===== src/rtl/core/sfla_pkg.sv =====
// Shared types and codes of the sorted free-list key allocator.
package sfla_pkg;

  localparam int KEY_BITS = 20;

  typedef enum logic [1:0] {
    ACT_ALLOC   = 2'd0,
    ACT_RELEASE = 2'd1,
    ACT_CLAIM   = 2'd2,
    ACT_MARK    = 2'd3
  } action_t;

  typedef enum logic [2:0] {
    ST_OK          = 3'd0,
    ST_DUP_REFUSED = 3'd1,
    ST_DUP_ERROR   = 3'd2,
    ST_NOT_FOUND   = 3'd3,
    ST_INVALID     = 3'd4,
    ST_FULL        = 3'd5,
    ST_EXHAUSTED   = 3'd6
  } status_t;

  typedef enum logic [3:0] {
    S_IDLE,
    S_LOAD,
    S_SRCH_RD,
    S_SRCH_WT,
    S_SRCH_CMP,
    S_DECIDE,
    S_POP_RD,
    S_POP_WT,
    S_SHIFT_RD,
    S_SHIFT_WT,
    S_SHIFT_WR,
    S_FINISH,
    S_OUT
  } state_t;

  typedef enum logic [1:0] {
    ADDR_MID,
    ADDR_IDX,
    ADDR_LAST
  } addr_sel_t;

  // Controller to datapath.
  typedef struct packed {
    logic      load;
    logic      srch_init;
    logic      srch_step;
    logic      pop_take;
    logic      idx_init_ins;
    logic      idx_init_del;
    logic      idx_step_ins;
    logic      idx_step_del;
    logic      wr_shift;
    logic      wr_key;
    addr_sel_t addr_sel;
    logic      commit;
    logic      out_load;
  } cmd_t;

  // Datapath to controller.
  typedef struct packed {
    logic     pool_bad;
    logic     srch_done;
    logic     found;
    logic     cnt_zero;
    logic     cnt_full;
    logic     idx_done_ins;
    logic     idx_done_del;
    status_t  early_status;
    logic     early_valid;
    logic     need_search;
    logic     dup_allowed;
  } stat_t;

endpackage


===== src/rtl/core/sfla_ctrl.sv =====
// Sequencer of the sorted free-list key allocator.
module sfla_ctrl (
  input  logic            clk,
  input  logic            rst_n,
  input  logic            in_valid,
  output logic            in_ready,
  output logic            out_valid,
  input  logic            out_ready,
  input  sfla_pkg::action_t act,
  input  sfla_pkg::stat_t st,
  output sfla_pkg::cmd_t  cmd
);

  sfla_pkg::state_t state_r, state_nxt;

  always_ff @(posedge clk) begin
    if (!rst_n) begin
      state_r <= sfla_pkg::S_IDLE;
    end else begin
      state_r <= state_nxt;
    end
  end

  always_comb begin
    state_nxt = state_r;
    cmd = '0;
    cmd.addr_sel = sfla_pkg::ADDR_MID;
    in_ready = 1'b0;
    out_valid = 1'b0;
    unique case (state_r)
      sfla_pkg::S_IDLE: begin
        in_ready = 1'b1;
        if (in_valid) begin
          cmd.load = 1'b1;
          state_nxt = sfla_pkg::S_LOAD;
        end
      end
      sfla_pkg::S_LOAD: begin
        if (st.early_valid) begin
          cmd.out_load = 1'b1;
          state_nxt = sfla_pkg::S_OUT;
        end else if (act == sfla_pkg::ACT_ALLOC && !st.cnt_zero) begin
          state_nxt = sfla_pkg::S_POP_RD;
        end else if (st.need_search) begin
          cmd.srch_init = 1'b1;
          state_nxt = sfla_pkg::S_SRCH_RD;
        end else begin
          state_nxt = sfla_pkg::S_FINISH;
        end
      end
      sfla_pkg::S_POP_RD: begin
        cmd.addr_sel = sfla_pkg::ADDR_LAST;
        state_nxt = sfla_pkg::S_POP_WT;
      end
      sfla_pkg::S_POP_WT: begin
        cmd.pop_take = 1'b1;
        state_nxt = sfla_pkg::S_FINISH;
      end
      sfla_pkg::S_SRCH_RD: begin
        if (st.srch_done) begin
          state_nxt = sfla_pkg::S_DECIDE;
        end else begin
          state_nxt = sfla_pkg::S_SRCH_WT;
        end
      end
      sfla_pkg::S_SRCH_WT: state_nxt = sfla_pkg::S_SRCH_CMP;
      sfla_pkg::S_SRCH_CMP: begin
        cmd.srch_step = 1'b1;
        state_nxt = sfla_pkg::S_SRCH_RD;
      end
      sfla_pkg::S_DECIDE: begin
        cmd.addr_sel = sfla_pkg::ADDR_IDX;
        if (act == sfla_pkg::ACT_RELEASE) begin
          if (st.found || st.cnt_full) begin
            cmd.out_load = 1'b1;
            state_nxt = sfla_pkg::S_OUT;
          end else begin
            cmd.idx_init_ins = 1'b1;
            state_nxt = sfla_pkg::S_SHIFT_RD;
          end
        end else if (!st.found) begin
          cmd.out_load = 1'b1;
          state_nxt = sfla_pkg::S_OUT;
        end else begin
          cmd.idx_init_del = 1'b1;
          state_nxt = sfla_pkg::S_SHIFT_RD;
        end
      end
      sfla_pkg::S_SHIFT_RD: begin
        cmd.addr_sel = sfla_pkg::ADDR_IDX;
        if (act == sfla_pkg::ACT_RELEASE && st.idx_done_ins) begin
          cmd.wr_key = 1'b1;
          state_nxt = sfla_pkg::S_FINISH;
        end else if (act != sfla_pkg::ACT_RELEASE && st.idx_done_del) begin
          state_nxt = sfla_pkg::S_FINISH;
        end else begin
          state_nxt = sfla_pkg::S_SHIFT_WT;
        end
      end
      sfla_pkg::S_SHIFT_WT: begin
        cmd.addr_sel = sfla_pkg::ADDR_IDX;
        state_nxt = sfla_pkg::S_SHIFT_WR;
      end
      sfla_pkg::S_SHIFT_WR: begin
        cmd.addr_sel = sfla_pkg::ADDR_IDX;
        cmd.wr_shift = 1'b1;
        if (act == sfla_pkg::ACT_RELEASE) begin
          cmd.idx_step_ins = 1'b1;
        end else begin
          cmd.idx_step_del = 1'b1;
        end
        state_nxt = sfla_pkg::S_SHIFT_RD;
      end
      sfla_pkg::S_FINISH: begin
        cmd.commit = 1'b1;
        cmd.out_load = 1'b1;
        state_nxt = sfla_pkg::S_OUT;
      end
      sfla_pkg::S_OUT: begin
        out_valid = 1'b1;
        if (out_ready) begin
          state_nxt = sfla_pkg::S_IDLE;
        end
      end
      default: state_nxt = sfla_pkg::S_IDLE;
    endcase
  end

endmodule


===== config.mk =====
export PLATFORM = sky130hd
export DESIGN_NAME = sfla_ctrl
export DESIGN_NICKNAME = d
export VERILOG_FILES = /design/src/rtl/core/sfla_pkg.sv /design/src/rtl/core/sfla_ctrl.sv
export SDC_FILE = /design/constraint.sdc
export NUM_CORES = 1
export LEC_CHECK = 0
export BUFFER_PORTS_ARGS = -buffer_cell sky130_fd_sc_hd__buf_2
export CAP_MARGIN = 15
export CORE_AREA = 2 2 39 41
export DETAILED_ROUTE_END_ITERATION = 8
export DIE_AREA = 0 0 41 43
export PLACE_DENSITY = 0.72
export REMOVE_ABC_BUFFERS = 1
export SLEW_MARGIN = 40
export SYNTH_ARGS = -nofsm -noshare
export SYNTH_HDL_FRONTEND = slang
export SYNTH_SLANG_ARGS = --single-unit

===== constraint.sdc =====
create_clock -name clk -period 1.84 [get_ports clk]
set_input_delay 0.092 -clock clk [delete_from_list [all_inputs] [get_ports clk]]
set_output_delay 0.092 -clock clk [all_outputs]
set_load 0.02 [all_outputs]

==> impl_metrics.py <==
metrics = {
    "global_route": {
        "met3_usage_pct": 1.571,
        "grt_first_pass_wirelength_mm": 2.035,
        "grt_antenna_before_repair": 0,
        "overflow": 0,
        "grt_busiest_layer": "met2",
        "grt_max_degree": 17,
        "grt_pass1_vias": 478,
        "groute.usage.overall_pct": 16.32,
        "globalRouteMet1Util_pct": 23.25,
        "use_met2_pct": 23.44,
    },
    "floorplan": {
        "coreArea_um2": 1384,
        "core.rowCount": 14,
        "die_h_um": 43,
        "die_w_um": 41,
        "io_pins": 35,
        "dieArea_um2": 1763,
        "initial_core_util_pct": 34.36,
    },
    "placed_design": {
        "place.gp.congestion": 0.7944,
        "dp_hpwl_mm": 1.031,
        "placedInstanceArea_um2": 616.8,
        "dpl_worst_slack_ns": 0.2350,
        "io_buffers": 29,
    },
    "worst_hold_path": {
        "hp-class": "input port to flop",
        "min_path_cells": 3,
    },
    "timing": {
        "worst_slew_pin_slew_ns": 0.5132,
        "finalCritPeriodShare_pct": 90.55,
        "slew_headroom_pct": 64.90,
        "setup_viol": 0,
        "min_period_ns": 1.666,
        "fin_ws_ns": 0.1739,
        "rsz0062_at_grt": "false",
        "slew_viol_final": 0,
        "final.setup.tns_ns": 0,
        "fmaxAchievable_mhz": 600.2,
        "worst_clock_skew_ns": 0.002015,
        "hold_viol": 0,
    },
    "worst_setup_path": {
        "cp_data_arrival_time_ns": 1.57,
        "critPathMaxStageDelay_ns": 0.60,
        "crit_chain": "nand2_1, nor2_1, a31oi_1, o21ai_0, buf_2",
        "worst-path-buf-inv": 1,
        "worstPathMaxFanout": 11,
        "reg2reg_depth": 4,
        "cp-end-kind": "output pin",
        "required_ns": 1.75,
        "startpoint_type": "flop",
        "crit_cells": 5,
        "cp_top_family": "flip-flops",
        "crit_type": "flop to output pin",
        "crit_slowest_cell": "dfxtp_1",
    },
    "detailed_routing": {
        "first_iter_violations": 10,
        "ant_nets": 0,
        "wl_mm": 1.323,
        "post_drt_wl_per_cell_um": 11.61,
        "drc": 0,
        "viasPerCell": 5.518,
        "num_vias": 629,
        "firstDrtPassIters": 5,
    },
    "clock_network": {
        "cts.clk_slew.worst_paths_ns": 0.04,
        "cts_buffers": 3,
        "root_buffer": "clkbuf_4",
        "cts.sinks": 4,
        "worstSkewPairLatency_ns": 0.24,
        "post_cts_buffers": 0,
        "clk_path_buf_depth": 2,
        "htree_levels": 1,
        "cts_tree": "built",
    },
    "synthesis": {
        "ys_seq_area_share_pct": 16.84,
        "synth_edf_count": 0,
        "yosysWarnings": 0,
        "avgSynthCellArea_um2": 6.792,
        "syn_inst": 70,
        "yosys-top-cells-area": "dfxtp_1 17%, nand2b_1 6.6%, nand2_1 5.5%",
        "synth-seq-cells": 4,
        "synth.top_cell.area_share_pct": 16.84,
        "async_flop_share_pct": 0,
        "synth_cell_types": 33,
        "ys.flop_type": "dfxtp_1",
        "yosysTopAreaCell": "dfxtp_1",
        "syn_area_um2": 475.5,
    },
    "power": {
        "p_leak_nw": 0.2957,
        "vdd_drop_max_mv": 0.3950,
        "power.density_nw_per_um2": 1404,
        "total_power_mw": 0.9029,
    },
    "run": {
        "cap_violations": 0,
    },
    "run_status": {
        "status": "finished clean",
    },
    "final_layout": {
        "n_antenna_cell": 0,
        "multi_input_area_um2": 345.3,
        "largest_reg_flops": 4,
        "drive_above_1_share_pct": 41.84,
        "nets": 119,
        "most-common-layout-cells": "29 x buf_2, 7 x nand2_1, 6 x nor2_1, 6 x inv_1",
        "finalInstanceArea_um2": 643.1,
        "largestRegisters": "state_r: 4 flops",
        "regArea_um2": 83.83,
        "areaGrowthSynthToFinish_pct": 35.26,
        "final_common_cell": "buf_2",
        "largest_register": "state_r",
        "nFillCells": 157,
    },
}
==> per-stage QoR <==
step | hold slack, ns | instances | util (%)
after floorplan | 0.2199 | 66 | -
after global placement | 0.3595 | 111 | 44.57
after detailed placement | 0.3560 | 111 | 44.57
after CTS | 0.1056 | 114 | 46.29
after global routing | 0.1074 | 114 | 46.47
final | 0.1016 | 114 | 46.47
==> final cells by class <==
| type | instances | area share (%) |
|---|---|---|
| inverter | 7 | 4.086 |
| tap | 16 | 3.113 |
| multi-input combinational | 55 | 53.70 |
| sequential | 4 | 13.04 |
| timing repair buffer | 29 | 22.57 |
| clock buffer | 3 | 3.502 |
==> what timing repair did <==
item                                    4_1_cts  5_1_grt
resized for setup                             1        2
endpoints found under the setup margin        1        3
hold buffers                                  0        0
==> tightest hold or removal path, stage by stage <==
cell and delay (ns):
buf_2 0.10, inv_1 0.05, a221oi_2 0.05
==> cell usage after synthesis, types with 2 or more instances <==
cell type	number
a21oi_1	2
clkbuf_1	2
dfxtp_1	4
inv_1	6
nand2_1	7
nand2b_1	5
nand3_1	2
nor2_1	6
nor3_1	4
nor4_1	3
o211ai_1	2
o21ai_0	5
or3_1	2
==> kinds of logic (layout without fill, tap and decap cells) <==
family	after synthesis	after routing	synth area share [%]
AOI/OAI and AO/OA	18	18	28.16
buffers and inverters	11	39	10.52
DFF	4	4	16.84
and+or+nand+nor	37	37	44.48
==> path summary, 6_finish.rpt <==
kind                            slack [ns]         end  startpoint
worst min register to register        0.67  state_r[3]  state_r[0]
worst min-delay path                  0.10  state_r[0]    in_valid
worst max register to register        0.26  state_r[2]  state_r[3]
worst max-delay path                  0.17      cmd[0]  state_r[3]
==> power breakdown <==
group / leakage, nW / internal (mW) / switching, mW / total [mW]
Sequential: 0.0341 / 0.133 / 0.154 / 0.287
Clock: 0.0138 / 0.0730 / 0.0371 / 0.110
Combinational: 0.248 / 0.217 / 0.289 / 0.506
==> per-layer routing <==
| metal | part of all wire, % | routed length (µm) | vias to the layer above |
|---|---|---|---|
| li1 | - | - | 318 |
| met1 | 41 | 547 | 279 |
| met2 | 48 | 637 | 32 |
| met3 | 10 | 138 | 0 |
| met4 | 0 | 0 | 0 |
| met5 | 0 | 0 | - |
Note: power is estimated with default switching activity, not from simulation.
